**config.mk**
```make
export PLATFORM = sky130hd
export DESIGN_NAME = life_like_automaton_step_flat
export DESIGN_NICKNAME = d
export VERILOG_FILES = /design/src/rtl/core/lla_pkg.sv /design/src/rtl/core/lla_if.sv /design/src/rtl/core/lla_ctrl.sv /design/src/rtl/core/lla_dp.sv /design/src/rtl/core/life_like_automaton_step.sv /design/src/flat_wrapper.sv
export SDC_FILE = /design/constraint.sdc
export NUM_CORES = 1
export LEC_CHECK = 0
export BUFFER_PORTS_ARGS = -buffer_cell sky130_fd_sc_hd__buf_2
export CAP_MARGIN = 20
export CORE_MARGIN = 4
export CORE_UTILIZATION = 68
export CTS_CLUSTER_SIZE = 28
export DETAILED_ROUTE_END_ITERATION = 10
export MAX_ROUTING_LAYER = met4
export PLACE_DENSITY = 0.88
export SYNTH_ARGS = -nofsm -noshare
export SYNTH_HDL_FRONTEND = slang
export SYNTH_HIERARCHICAL = 1
export SYNTH_SLANG_ARGS = --single-unit
```
**constraint.sdc**
```tcl
create_clock -name clk_i -period 8.6 [get_ports clk_i]
set_input_delay 1.29 -clock clk_i [delete_from_list [all_inputs] [get_ports clk_i]]
set_output_delay 1.29 -clock clk_i [all_outputs]
set_load 0.05 [all_outputs]
```
**src/rtl/core/lla_pkg.sv**
```systemverilog
// Package for the life-like automaton step block.
// Shared widths, command and register codes, defaults and the controller/datapath structs.
// No dependencies.
package lla_pkg;

  // Default grid size
  localparam int ColsDef = 16;
  localparam int RowsDef = 10;

  // Fixed field widths
  localparam int CmdW    = 2;
  localparam int SelW    = 4;
  localparam int DataW   = 16;
  localparam int MaskW   = 9;
  localparam int CntW    = 4;   // neighbor count 0..8
  localparam int CfgIdxW = 2;

  // Commands
  localparam logic [CmdW-1:0] CMD_LOAD = 2'd0;
  localparam logic [CmdW-1:0] CMD_STEP = 2'd1;
  localparam logic [CmdW-1:0] CMD_EMIT = 2'd2;

  // Register indexes
  localparam logic [CfgIdxW-1:0] CFG_BIRTH    = 2'd0;
  localparam logic [CfgIdxW-1:0] CFG_SURVIVAL = 2'd1;

  // Register reset values: B3/S23
  localparam logic [MaskW-1:0] BirthRst    = 9'd8;
  localparam logic [MaskW-1:0] SurvivalRst = 9'd12;

  // Controller to datapath
  typedef struct packed {
    logic start;  // clear window, read row 0
    logic step;   // with start: readout after one generation
    logic fill;   // shift first row into the window, read next
    logic fire;   // produce one row beat, shift, read next
    logic load;   // write one row from the input beat
  } lla_cmd_t;

  // Datapath to controller
  typedef struct packed {
    logic out_free;  // output register can take a beat this cycle
    logic last;      // current row is the bottom row
  } lla_sts_t;

endpackage

```
**src/rtl/core/lla_if.sv**
```systemverilog
// Channel interfaces of the life-like automaton step block: input items,
// result rows and register writes. Depends on lla_pkg.
interface lla_in_if import lla_pkg::*; ();
  logic             valid;
  logic             ready;
  logic [CmdW-1:0]  command;
  logic [SelW-1:0]  row_select;
  logic [DataW-1:0] row_data;

  modport source (output valid, command, row_select, row_data, input ready);
  modport sink   (input valid, command, row_select, row_data, output ready);
endinterface

interface lla_out_if import lla_pkg::*; ();
  logic             valid;
  logic             ready;
  logic [SelW-1:0]  out_row;
  logic [DataW-1:0] out_cells;
  logic             last_row;

  modport source (output valid, out_row, out_cells, last_row, input ready);
  modport sink   (input valid, out_row, out_cells, last_row, output ready);
endinterface

interface lla_cfg_if import lla_pkg::*; ();
  logic               valid;
  logic               ready;
  logic [CfgIdxW-1:0] index;
  logic [MaskW-1:0]   data;

  modport source (output valid, index, data, input ready);
  modport sink   (input valid, index, data, output ready);
endinterface

```
**src/rtl/core/lla_ctrl.sv**
```systemverilog
// Controller of the life-like automaton step block: takes input beats and
// sequences the row sweep of the datapath. Depends on lla_pkg, lla_if.
module lla_ctrl import lla_pkg::*; (
  input  logic     clk_i,
  input  logic     rst_ni,
  lla_in_if.sink   item_i,
  input  lla_sts_t sts_i,
  output lla_cmd_t cmd_o
);

  typedef enum logic [2:0] {
    StIdle = 3'b001,
    StFill = 3'b010,
    StRow  = 3'b100
  } state_e;

  state_e state_q, state_d;

  assign item_i.ready = (state_q == StIdle);

  always_comb begin
    state_d = state_q;
    cmd_o   = '0;
    unique case (state_q)
      StIdle: begin
        if (item_i.valid) begin
          unique case (item_i.command)
            CMD_LOAD: cmd_o.load = 1'b1;
            CMD_STEP: begin
              cmd_o.start = 1'b1;
              cmd_o.step  = 1'b1;
              state_d     = StFill;
            end
            CMD_EMIT: begin
              cmd_o.start = 1'b1;
              state_d     = StFill;
            end
            default: ;  // unused code: taken and dropped
          endcase
        end
      end
      StFill: begin
        cmd_o.fill = 1'b1;
        state_d    = StRow;
      end
      StRow: begin
        if (sts_i.out_free) begin
          cmd_o.fire = 1'b1;
          if (sts_i.last) state_d = StIdle;
        end
      end
      default: state_d = StIdle;
    endcase
  end

  always_ff @(posedge clk_i or negedge rst_ni) begin
    if (!rst_ni) begin
      state_q <= StIdle;
    end else begin
      state_q <= state_d;
    end
  end

endmodule

```
**src/rtl/core/lla_dp.sv**
```systemverilog
// Datapath of the life-like automaton step block: grid memory with row valid
// bits, three-row window, cell rule, masks and output register. Depends on lla_pkg, lla_if.
module lla_dp import lla_pkg::*; #(
  parameter int COLS = ColsDef,
  parameter int ROWS = RowsDef
) (
  input  logic             clk_i,
  input  logic             rst_ni,
  input  lla_cmd_t         cmd_i,
  output lla_sts_t         sts_o,
  input  logic [SelW-1:0]  row_select_i,
  input  logic [DataW-1:0] row_data_i,
  lla_cfg_if.sink          cfg_i,
  lla_out_if.source        result_o
);

  localparam int RowIdxW = $clog2(ROWS);
  localparam int RowCntW = $clog2(ROWS + 2);
  localparam int RowWideW = (COLS > DataW) ? COLS : DataW;
  localparam int IdxWideW = (RowIdxW > SelW) ? RowIdxW : SelW;

  // Registers
  logic [MaskW-1:0] birth_q, survival_q;

  assign cfg_i.ready = 1'b1;

  always_ff @(posedge clk_i or negedge rst_ni) begin
    if (!rst_ni) begin
      birth_q    <= BirthRst;
      survival_q <= SurvivalRst;
    end else if (cfg_i.valid) begin
      unique case (cfg_i.index)
        CFG_BIRTH:    birth_q    <= cfg_i.data;
        CFG_SURVIVAL: survival_q <= cfg_i.data;
        default: ;
      endcase
    end
  end

  // Grid memory; a row that is not valid reads as all dead
  logic [COLS-1:0]    grid_mem [ROWS];
  logic [ROWS-1:0]    row_vld_q;
  logic [COLS-1:0]    rd_data_q;
  logic               rd_vld_q;
  logic [RowCntW-1:0] rd_idx_q, rd_idx_d, rd_addr;
  logic               rd_en, rd_in_range;
  logic               mem_we;
  logic [RowIdxW-1:0] wr_addr;
  logic [COLS-1:0]    wr_data;

  // Window and sweep state
  logic [COLS-1:0]    prev_q, cur_q, fetch, new_row;
  logic [RowIdxW-1:0] out_idx_q;
  logic               step_q;

  // Load path
  logic [IdxWideW-1:0] sel_wide;
  logic [RowWideW-1:0] load_wide;
  logic                sel_in_range;

  assign sel_wide     = IdxWideW'(row_select_i);
  assign load_wide    = RowWideW'(row_data_i);
  assign sel_in_range = (int'(row_select_i) < ROWS);

  always_comb begin
    mem_we  = 1'b0;
    wr_addr = out_idx_q;
    wr_data = new_row;
    if (cmd_i.load) begin
      mem_we  = sel_in_range;
      wr_addr = sel_wide[RowIdxW-1:0];
      wr_data = load_wide[COLS-1:0];
    end else if (cmd_i.fire && step_q) begin
      mem_we = 1'b1;
    end
  end

  // Read issue: row 0 on start, then one row ahead of the window per shift
  assign rd_en       = cmd_i.start | cmd_i.fill | cmd_i.fire;
  assign rd_addr     = cmd_i.start ? '0 : rd_idx_q;
  assign rd_idx_d    = rd_addr + RowCntW'(1);
  assign rd_in_range = (rd_addr < RowCntW'(ROWS));

  always_ff @(posedge clk_i) begin
    if (mem_we) grid_mem[wr_addr] <= wr_data;
    if (rd_en && rd_in_range) rd_data_q <= grid_mem[rd_addr[RowIdxW-1:0]];
  end

  always_ff @(posedge clk_i or negedge rst_ni) begin
    if (!rst_ni) begin
      row_vld_q <= '0;
      rd_vld_q  <= 1'b0;
      rd_idx_q  <= '0;
    end else begin
      if (mem_we) row_vld_q[wr_addr] <= 1'b1;
      if (rd_en) begin
        rd_vld_q <= rd_in_range && row_vld_q[rd_addr[RowIdxW-1:0]];
        rd_idx_q <= rd_idx_d;
      end
    end
  end

  // Past the bottom edge the fetched row is dead
  assign fetch = rd_vld_q ? rd_data_q : '0;

  always_ff @(posedge clk_i or negedge rst_ni) begin
    if (!rst_ni) begin
      prev_q    <= '0;
      cur_q     <= '0;
      out_idx_q <= '0;
      step_q    <= 1'b0;
    end else if (cmd_i.start) begin
      prev_q    <= '0;
      cur_q     <= '0;
      out_idx_q <= '0;
      step_q    <= cmd_i.step;
    end else if (cmd_i.fill || cmd_i.fire) begin
      prev_q <= cur_q;
      cur_q  <= fetch;
      if (cmd_i.fire) out_idx_q <= out_idx_q + RowIdxW'(1);
    end
  end

  // Cell rule over the window; MSB is column 0, pads are the dead side edges
  logic [COLS+1:0] pad_p, pad_c, pad_n;
  logic [CntW-1:0] nbr_cnt;

  assign pad_p = {1'b0, prev_q, 1'b0};
  assign pad_c = {1'b0, cur_q, 1'b0};
  assign pad_n = {1'b0, fetch, 1'b0};

  always_comb begin
    new_row = '0;
    nbr_cnt = '0;
    for (int b = 0; b < COLS; b++) begin
      nbr_cnt = CntW'(pad_p[b]) + CntW'(pad_p[b+1]) + CntW'(pad_p[b+2])
              + CntW'(pad_c[b]) + CntW'(pad_c[b+2])
              + CntW'(pad_n[b]) + CntW'(pad_n[b+1]) + CntW'(pad_n[b+2]);
      new_row[b] = cur_q[b] ? survival_q[nbr_cnt] : birth_q[nbr_cnt];
    end
  end

  // Output register
  logic                out_vld_q;
  logic [SelW-1:0]     out_row_q;
  logic [DataW-1:0]    out_cells_q;
  logic                out_last_q;
  logic [RowWideW-1:0] out_wide;
  logic [IdxWideW-1:0] idx_wide;

  assign out_wide = RowWideW'(step_q ? new_row : cur_q);
  assign idx_wide = IdxWideW'(out_idx_q);

  assign sts_o.out_free = !out_vld_q || result_o.ready;
  assign sts_o.last     = (out_idx_q == RowIdxW'(ROWS - 1));

  always_ff @(posedge clk_i or negedge rst_ni) begin
    if (!rst_ni) begin
      out_vld_q <= 1'b0;
    end else if (cmd_i.fire) begin
      out_vld_q <= 1'b1;
    end else if (result_o.ready) begin
      out_vld_q <= 1'b0;
    end
  end

  always_ff @(posedge clk_i) begin
    if (cmd_i.fire) begin
      out_row_q   <= idx_wide[SelW-1:0];
      out_cells_q <= out_wide[DataW-1:0];
      out_last_q  <= sts_o.last;
    end
  end

  assign result_o.valid     = out_vld_q;
  assign result_o.out_row   = out_row_q;
  assign result_o.out_cells = out_cells_q;
  assign result_o.last_row  = out_last_q;

endmodule

```
**src/rtl/core/life_like_automaton_step.sv**
```systemverilog
// Top level of the life-like automaton step block (bounded B/S grid).
// Joins lla_ctrl and lla_dp; depends on lla_pkg and lla_if.
//
//   port      dir   beat carries
//   item_i    in    command, row_select, row_data
//   result_o  out   out_row, out_cells, last_row (one beat per grid row)
//   cfg_i     in    index (0 birth mask, 1 survival mask), data
//
// A load gives no beat. Step and emit read row 0, then prime the window,
// then sweep one grid row per cycle while the result is not stalled,
// through the single read port of the grid memory. A stalled result
// holds the sweep. Reset clears the grid through per-row valid bits, so
// no clearing pass runs.
module life_like_automaton_step import lla_pkg::*; #(
  parameter int COLS = ColsDef,
  parameter int ROWS = RowsDef
) (
  input  logic      clk_i,
  input  logic      rst_ni,
  lla_in_if.sink    item_i,
  lla_out_if.source result_o,
  lla_cfg_if.sink   cfg_i
);

  lla_cmd_t cmd;
  lla_sts_t sts;

  lla_ctrl u_ctrl (
    .clk_i  (clk_i),
    .rst_ni (rst_ni),
    .item_i (item_i),
    .sts_i  (sts),
    .cmd_o  (cmd)
  );

  lla_dp #(
    .COLS (COLS),
    .ROWS (ROWS)
  ) u_dp (
    .clk_i        (clk_i),
    .rst_ni       (rst_ni),
    .cmd_i        (cmd),
    .sts_o        (sts),
    .row_select_i (item_i.row_select),
    .row_data_i   (item_i.row_data),
    .cfg_i        (cfg_i),
    .result_o     (result_o)
  );

endmodule
```
**src/flat_wrapper.sv**
```systemverilog
// flat-port wrapper written by rule: the top's interface ports become plain ports
module life_like_automaton_step_flat import lla_pkg::*;
#(
  parameter int COLS = ColsDef,
  parameter int ROWS = RowsDef
)
  (clk_i, rst_ni, item_i_valid, item_i_command, item_i_row_select, item_i_row_data, item_i_ready, result_o_valid, result_o_out_row, result_o_out_cells, result_o_last_row, result_o_ready, cfg_i_valid, cfg_i_index, cfg_i_data, cfg_i_ready);
  lla_in_if item_i_i ();
  lla_out_if result_o_i ();
  lla_cfg_if cfg_i_i ();
  input  logic clk_i;
  input  logic rst_ni;
  input wire logic [$bits(item_i_i.valid)-1:0] item_i_valid;
  input wire logic [$bits(item_i_i.command)-1:0] item_i_command;
  input wire logic [$bits(item_i_i.row_select)-1:0] item_i_row_select;
  input wire logic [$bits(item_i_i.row_data)-1:0] item_i_row_data;
  output wire logic [$bits(item_i_i.ready)-1:0] item_i_ready;
  output wire logic [$bits(result_o_i.valid)-1:0] result_o_valid;
  output wire logic [$bits(result_o_i.out_row)-1:0] result_o_out_row;
  output wire logic [$bits(result_o_i.out_cells)-1:0] result_o_out_cells;
  output wire logic [$bits(result_o_i.last_row)-1:0] result_o_last_row;
  input wire logic [$bits(result_o_i.ready)-1:0] result_o_ready;
  input wire logic [$bits(cfg_i_i.valid)-1:0] cfg_i_valid;
  input wire logic [$bits(cfg_i_i.index)-1:0] cfg_i_index;
  input wire logic [$bits(cfg_i_i.data)-1:0] cfg_i_data;
  output wire logic [$bits(cfg_i_i.ready)-1:0] cfg_i_ready;
  assign item_i_i.valid = item_i_valid;
  assign item_i_i.command = item_i_command;
  assign item_i_i.row_select = item_i_row_select;
  assign item_i_i.row_data = item_i_row_data;
  assign item_i_ready = item_i_i.ready;
  assign result_o_valid = result_o_i.valid;
  assign result_o_out_row = result_o_i.out_row;
  assign result_o_out_cells = result_o_i.out_cells;
  assign result_o_last_row = result_o_i.last_row;
  assign result_o_i.ready = result_o_ready;
  assign cfg_i_i.valid = cfg_i_valid;
  assign cfg_i_i.index = cfg_i_index;
  assign cfg_i_i.data = cfg_i_data;
  assign cfg_i_ready = cfg_i_i.ready;
  life_like_automaton_step #(.COLS(COLS), .ROWS(ROWS)) u_core (.clk_i(clk_i), .rst_ni(rst_ni), .item_i(item_i_i), .result_o(result_o_i), .cfg_i(cfg_i_i));
endmodule
```
==> results.md, run 1 <==
* Core ar. at 22800 µm²
* Routability Congestion at 0.913
* Placed inst area at 16400 µm²
* Hold Violations, Final at 0
* # setup viols final at 0
* Commonest non-fill, non-tap cell in the layout: edfxtp_1
* CTS HTree Levels at 1
* Vias per cell at 6.78
* Nets@finish at 1409
* Critical path data arrival time at 5.22 ns
* Initial antenna violation count at 0
* Element type at the critical path end: flip-flop
* Prevailing post-synth register cell: edfxtp_1
* Worst Tran Pin Value at 1.05 ns
* CP max FO at 10
* Setup TNS at 0 ns
* Most frequent cells in the layout: edfxtp_1 (197), nand2_1 (117), inv_1 (104), dfrtp_1 (69), mux4_2 (65)
* DRC errors left at 0
* Hold-fix buffers, CTS at 0
* RSZ-0062 raised after global routing: false
* R2R cell count at 14
* Finished Cell Area at 17300 µm²
* DP Wirelength at 24500 µm
* IO Port Bufs at 60
* Period utilisation layout at 57.4%
* Die width at 161 µm
* Largest net degree at the start of global routing at 75
* Syn Nets at 1372
* Maximum clock path buffer count at 3
* Ys Warns at 6
* Final critical-path required period at 4.94 ns
* Post-route ant nets at 0
* Outcome: completed
* Clk Latency, worst-skew pair at 0.57 ns
* Register area share after synthesis at 49.0%
* Max_slew headroom at 30.1%
* Max Cap Violations at 0
* # IOs at 62
* Worst reg2reg path endpoint: u_core/u_dp/grid_mem[9][2]$_DFFE_PP_
* Sink Count at 271
* Die footprint at 25800 µm²
* CP Launch Type: flip-flop
* Hold-critical path depth at 1
* Post-synth EDFFs at 197
* Worst path required time at 8.88 ns
* Num CTS Buffers at 28
* Layout area overhead at 9.28%
* WS Path Type: reg -> reg
* Resized Gates After CTS at 0
* # rows at 55
* Register bit total from synthesis at 271
* Syn Inst Count at 1225
* First-pass GRT wire length at 61600 µm
* Drt total wl at 39400 µm
* CTS tree: done
* Tightest Hold Check Type: reg -> reg
* HP Start: u_core/u_dp/row_vld_q[2]$_DFFE_PN0P_
* Die Y-Extent at 161 µm
* Global-route usage over all layers at 31.6%
* Antenna diode count at 0
* Overflow after GRT at 0
* R2R setup slack at 3.66 ns
* Vias in the first global route at 11093
* Root Driver: clkbuf_16
* 1st-iter DRT viols at 1501
* Layout cells sized above 1 at 22.1%
* Synth async-reset ratio at 27.3%
* Post-Syn Area at 15900 µm²
* Setup Buffers After CTS at 0
* Average routed wire per standard cell at 24.7 µm
* Average size of a mapped cell at 12.9 µm²
* CTS clk-pin slew, worst paths at 0.07 ns
* Hold worst-path end: u_core/u_dp/row_vld_q[2]$_DFFE_PN0P_
* Worst Setup SP: u_core/u_dp/cur_q[1]$_DFFE_PN0P_
* Critical R2R Launch: u_core/u_dp/cur_q[1]$_DFFE_PN0P_
* Vias at 10819
* Setup Skew at 0.0294 ns
* Fmax at 0.202 GHz
* Count of cell types in the netlist at 63
* Initial Util at 69.6%
* Slew Limit Fails at 0
* DR pass1 iterations at 6
kinds of logic after synthesis:
| kind of cell | count (synthesis) | share of synthesized area, % |
|---|---|---|
| compound gates | 159 | 6.92 |
| mux | 183 | 18.0 |
| simple gates | 307 | 9.39 |
| other cells | 1 | 0.0236 |
| xor+xnor | 12 | 0.663 |
| fa+ha+maj | 109 | 11.4 |
| buf+inv | 183 | 4.60 |
| flops | 271 | 49.0 |
cell type report:
| class | instances | area (µm²) |
|---|---|---|
| clock buffer | 32 | 716 |
| multi-input combinational | 771 | 7370 |
| timing repair buffer | 85 | 531 |
| clock inverter | 19 | 158 |
| inverter | 105 | 394 |
| sequential | 271 | 7770 |
| tap | 313 | 392 |
| fill | 1327 | 5450 |
registers in the layout, indices dropped and copies added, names as in the netlist, 4 cells and up:
| name | flops |
|---|---|
| u_core/u_dp/rd_data_q | 16 |
| u_core/u_dp/prev_q | 16 |
| u_core/u_dp/result_o.out_cells | 16 |
| u_core/u_dp/cur_q | 16 |
| u_core/u_dp/birth_q | 9 |
| u_core/u_dp/idx_wide | 4 |
| u_core/u_dp/grid_mem | 160 |
| u_core/u_dp/result_o.out_row | 4 |
| u_core/u_dp/rd_idx_q | 4 |
| u_core/u_dp/row_vld_q | 10 |
| u_core/u_dp/survival_q | 9 |
worst max-delay path by stage:
stage | endpoint | slack (ns) | depth (start not counted)
3_5_place_dp | u_core/u_dp/grid_mem[5][2]$_DFFE_PP_ | 3.81 | 14
5_1_grt | u_core/u_dp/grid_mem[9][2]$_DFFE_PP_ | 3.44 | 14
2_1_floorplan | u_core/u_dp/grid_mem[9][0]$_DFFE_PP_ | 3.37 | 7
4_1_cts | u_core/u_dp/grid_mem[9][2]$_DFFE_PP_ | 3.73 | 14
3_3_place_gp | u_core/u_dp/grid_mem[4][2]$_DFFE_PP_ | 3.92 | 14
6_report | u_core/u_dp/grid_mem[9][2]$_DFFE_PP_ | 3.66 | 14
synthesized netlist by cell type, drive strengths merged, types with 3 or more instances:
library cell / n / area share (%)
a31oi: 7 / 0.28
ha: 49 / 3.9
o2111ai: 15 / 0.83
nor3: 13 / 0.41
or2: 12 / 0.47
a311oi: 3 / 0.17
and3: 6 / 0.29
xnor2: 5 / 0.28
a211o: 6 / 0.33
mux2i: 51 / 3.2
xor2: 7 / 0.39
nand2b: 16 / 0.65
buf: 18 / 0.67
clkbuf: 60 / 1.4
dfrtp: 70 / 11
o32ai: 6 / 0.33
o311ai: 6 / 0.33
a32oi: 4 / 0.22
dfstp: 4 / 0.66
o41ai: 4 / 0.22
a21o: 12 / 0.57
o211ai: 3 / 0.14
nand4: 6 / 0.24
edfxtp: 197 / 37
nand2: 117 / 2.8
nor2: 45 / 1.1
inv: 105 / 2.5
mux4: 73 / 11
nor2b: 21 / 0.83
nand3b: 4 / 0.19
o21ai: 42 / 1.3
fa: 60 / 7.6
a21oi: 23 / 0.80
nor3b: 4 / 0.26
mux2: 59 / 4.2
nand3: 39 / 1.2
or3: 20 / 0.79
o31ai: 17 / 0.80
metrics by stage:
| step | setup WS [ns] | hold slack, ns | instances | utilization, % |
|---|---|---|---|---|
| 2_1_floorplan | 3.37 | 0.433 | 1225 | - |
| 3_3_place_gp | 3.92 | 0.446 | 1541 | 71.9 |
| 3_5_place_dp | 3.81 | 0.454 | 1541 | 71.9 |
| 4_1_cts | 3.73 | 0.469 | 1592 | 75.8 |
| 5_1_grt | 3.44 | 0.484 | 1596 | 76.1 |
| 6_report | 3.66 | 0.470 | 1596 | 76.1 |
critical path, cell delays in order, from the launching register on:
cell and delay [ns]:
dfrtp_1 0.46, inv_1 0.18, fa_1 0.50, inv_1 0.05, fa_1 0.52, inv_1 0.06, fa_1 0.49, inv_1 0.05
ha_1 0.21, fa_1 0.66, mux2_2 0.37, or3_1 0.32, a32oi_1 0.27, o41ai_1 0.15, mux2_2 0.39
routing by layer:
layer | share of wire, % | up-vias | GRT usage, %
met2 | 48 | 745 | 50.6
met1 | 35 | 5298 | 40.3
met3 | 11 | 186 | 5.13
li1 | - | 4590 | -
met4 | 5.5 | 0 | 14.7
met5 | 0 | - | -
Power of run 1 is not shown: default switching activity piles up to over one toggle a cycle in this logic, so the estimate is an artifact.
==> run 2, diff against run 1 <==
Settings changed: CORE_UTILIZATION 68 to 63, PLACE_DENSITY 0.88 to 0.82.
Clock period 8.6 ns to 4.7 ns, I/O delays scaled along.
==> run 2 against run 1 <==
Compared with the run above:
- die area rose by 7.5%
- clock skew is 0.0012 ns lower
- sequential cell count is the same
- register-to-register slack got worse by 3.5 ns
- hold slack worse by 0.075 ns
- critical path depth decreased by 2
- cell area rose by 0.92%
- highest routed layer unchanged
==> results.md, run 2 (synthesized netlist as in run 1, its figures left out) <==
* Dpl ws at 0.0964 ns (was 3.81 ns)
* Finished Cell Area at 17500 µm² (was 17300 µm²)
* Fmax at 0.219 GHz (was 0.202 GHz)
* Hold worst-path end: u_core/u_dp/survival_q[6]$_DFFE_PN0P_ (was u_core/u_dp/row_vld_q[2]$_DFFE_PN0P_)
* CP max stage delay at 0.59 ns (was 0.66 ns)
* Die footprint at 27800 µm² (was 25800 µm²)
* CTS HTree Levels at 1 (unchanged)
* Setup Buffers After CTS at 0 (unchanged)
* Initial Util at 64.6% (was 69.6%)
* DR pass1 iterations at 5 (was 6)
* Num CTS Buffers at 28 (unchanged)
* # setup viols final at 0 (unchanged)
* Routability Congestion at 0.886 (was 0.913)
* 1st-iter DRT viols at 1184 (was 1501)
* Max_slew headroom at 30.4% (was 30.1%)
* # rows at 57 (was 55)
* Layout cells sized above 1 at 23.0% (was 22.1%)
* Reg with most FFs: u_core/u_dp/grid_mem (unchanged)
* Antenna diode count at 0 (unchanged)
* Post-route ant nets at 0 (unchanged)
* Worst reg2reg path endpoint: u_core/u_dp/grid_mem[5][13]$_DFFE_PP_ (was u_core/u_dp/grid_mem[9][2]$_DFFE_PP_)
* Grt met3 use at 4.12% (was 5.13%)
* Outcome: completed (unchanged)
* Nets@finish at 1428 (was 1409)
* CP max FO at 10 (unchanged)
* Average routed wire per standard cell at 24.3 µm (was 24.7 µm)
* Busiest layer in global routing: met2 (unchanged)
* Worst Tran Pin Value at 1.04 ns (was 1.05 ns)
* Tightest Hold Check Type: in -> reg (was reg -> reg)
* Vias at 10700 (was 10819)
* Die Y-Extent at 167 µm (was 161 µm)
* Vias in the first global route at 10937 (was 11093)
* Hold-critical path depth at 2 (was 1)
* WS Path Type: reg -> reg (unchanged)
* CP Cell Sequence: inv_1 > fa_1 > fa_1 > fa_1 > inv_1 > ha_1 > fa_1 > mux4_1 > mux2_2 > a21oi_2 > a311oi_1 > mux2_2 (was inv_1 > fa_1 > inv_1 > fa_1 > inv_1 > fa_1 > inv_1 > ha_1 > fa_1 > mux2_2 > or3_1 > a32oi_1 > o41ai_1 > mux2_2)
* Worst path required time at 5.10 ns (was 8.88 ns)
* Core ar. at 24500 µm² (was 22800 µm²)
* Largest net degree at the start of global routing at 75 (unchanged)
* Sink Count at 271 (unchanged)
* Post-route setup slack at 0.136 ns (was 3.66 ns)
* Placed inst area at 16600 µm² (was 16400 µm²)
* Element type at the critical path end: flip-flop (unchanged)
* Layout area overhead at 10.3% (was 9.28%)
* First-pass GRT wire length at 61900 µm (was 61600 µm)
* Max FFs per register at 160 (unchanged)
* Overflow after GRT at 0 (unchanged)
* Met2 usage at 47.5% (was 50.6%)
* R2R setup slack at 0.14 ns (was 3.66 ns)
* Initial antenna violation count at 0 (unchanged)
* CTS clk-pin slew, worst paths at 0.06 ns (was 0.07 ns)
* HP Start: cfg_i_data[6] (was u_core/u_dp/row_vld_q[2]$_DFFE_PN0P_)
* Worst path most repeated cell: fa_1
* Critical R2R Launch: u_core/u_dp/cur_q[12]$_DFFE_PN0P_ (was u_core/u_dp/cur_q[1]$_DFFE_PN0P_)
* DP Wirelength at 25200 µm (was 24500 µm)
* Root Driver: clkbuf_16 (unchanged)
* Clk Latency, worst-skew pair at 0.57 ns (about the same)
* Met1 GRT Util at 39.1% (was 40.3%)
* CP Launch Type: flip-flop (unchanged)
* Critical path data arrival time at 4.96 ns (was 5.22 ns)
* R2R cell count at 12 (was 14)
* IO Port Bufs at 60 (unchanged)
* DRC errors left at 0 (unchanged)
* Slew Limit Fails at 0 (unchanged)
* Commonest non-fill, non-tap cell in the layout: edfxtp_1 (unchanged)
* Max Cap Violations at 0 (unchanged)
* Drt total wl at 39600 µm (was 39400 µm)
* Hold Violations, Final at 0 (unchanged)
* Vias per cell at 6.58 (was 6.78)
* # IOs at 62 (unchanged)
* Period utilisation layout at 97.1% (was 57.4%)
* Setup Skew at 0.0281 ns (was 0.0294 ns)
* Setup TNS at 0 ns (unchanged)
* Slowest library cell on the worst path: a311oi_1 (was fa_1)
* Final critical-path required period at 4.56 ns (was 4.94 ns)
* Die width at 167 µm (was 161 µm)
* Maximum clock path buffer count at 3 (unchanged)
* Global-route usage over all layers at 29.3% (was 31.6%)
* CTS tree: done (unchanged)
* RSZ-0062 raised after global routing: false (unchanged)
* Most frequent cells in the layout: edfxtp_1 (197), nand2_1 (117), inv_1 (104), dfrtp_1 (67), mux4_2 (65) (was edfxtp_1 (197), nand2_1 (117), inv_1 (104), dfrtp_1 (69), mux4_2 (65))
[run 2: cell types whose count changed in the layout (fill, tap and decap cells not counted), sizes merged]
cell         change
clkinv           -3
buf             +19
bufinv           +1
dlygate4sd3      +1
clkbuf           +5
clkinvlp         -2
inv              -1
[run 2: how the worst max path moves through the flow]
| stage | startpoint | endpoint | slack (ns) | depth (start not counted) |
|---|---|---|---|---|
| 6_report | u_core/u_dp/cur_q[12]$_DFFE_PN0P_ | u_core/u_dp/grid_mem[5][13]$_DFFE_PP_ | 0.14 | 12 |
| 5_1_grt | u_core/u_dp/cur_q[13]$_DFFE_PN0P_ | u_core/u_dp/grid_mem[7][14]$_DFFE_PP_ | 0.005 | 12 |
| 4_1_cts | u_core/u_dp/rd_vld_q$_DFFE_PN0P_ | u_core/u_dp/grid_mem[8][3]$_DFFE_PP_ | 0.09 | 11 |
| 3_5_place_dp | u_core/u_dp/rd_vld_q$_DFFE_PN0P_ | u_core/u_dp/grid_mem[6][3]$_DFFE_PP_ | 0.1 | 11 |
| 3_3_place_gp | u_core/u_dp/prev_q[2]$_DFFE_PN0P_ | u_core/u_dp/grid_mem[0][3]$_DFFE_PP_ | 0.26 | 12 |
| 2_1_floorplan | result_o_ready | u_core/u_dp/grid_mem[9][0]$_DFFE_PP_ | 0.05 | 7 |
[run 2: repair_timing]
item | 4_1_cts | 5_1_grt
hold endpoints to repair | 0 | 10
hold buffers | 0 | 1
setup endpoints to repair | 0 | 45
resized for setup | 0 | 5
[run 2: stage by stage]
stage | hold WS [ns] | util, % | instances
final | 0.395 | 71.3 | 1627
after global routing | 0.396 | 71.3 | 1627
after CTS | 0.319 | 71.0 | 1624
after detailed placement | 0.450 | 67.5 | 1572
after global placement | 0.446 | 67.5 | 1572
after floorplan | 0.409 | - | 1225
[run 2: routing by layer]
layer	routed length [µm]	up-vias
li1	-	4624
met1	15000	5352
met2	19400	580
met3	3590	144
met4	1570	0
met5	0	-
[run 2: area by class of cell]
type,count,area (µm²)
inverters,105,394
clock inverters,14,140
clock buffers,38,738
fillers,1624,7040
well taps,324,405
flip-flops and latches,271,7780
repair buffers,104,656
multi-input cells,771,7380
[run 2: critical path, delay by kind of cell (launching register included)]
kind / cells / cell delay (ns)
fa+ha+maj: 5 / 2.25
buf+inv: 2 / 0.24
mux: 3 / 0.80
compound gates: 2 / 0.64
flops: 1 / 0.47
Power of run 2 is left out for the same reason.
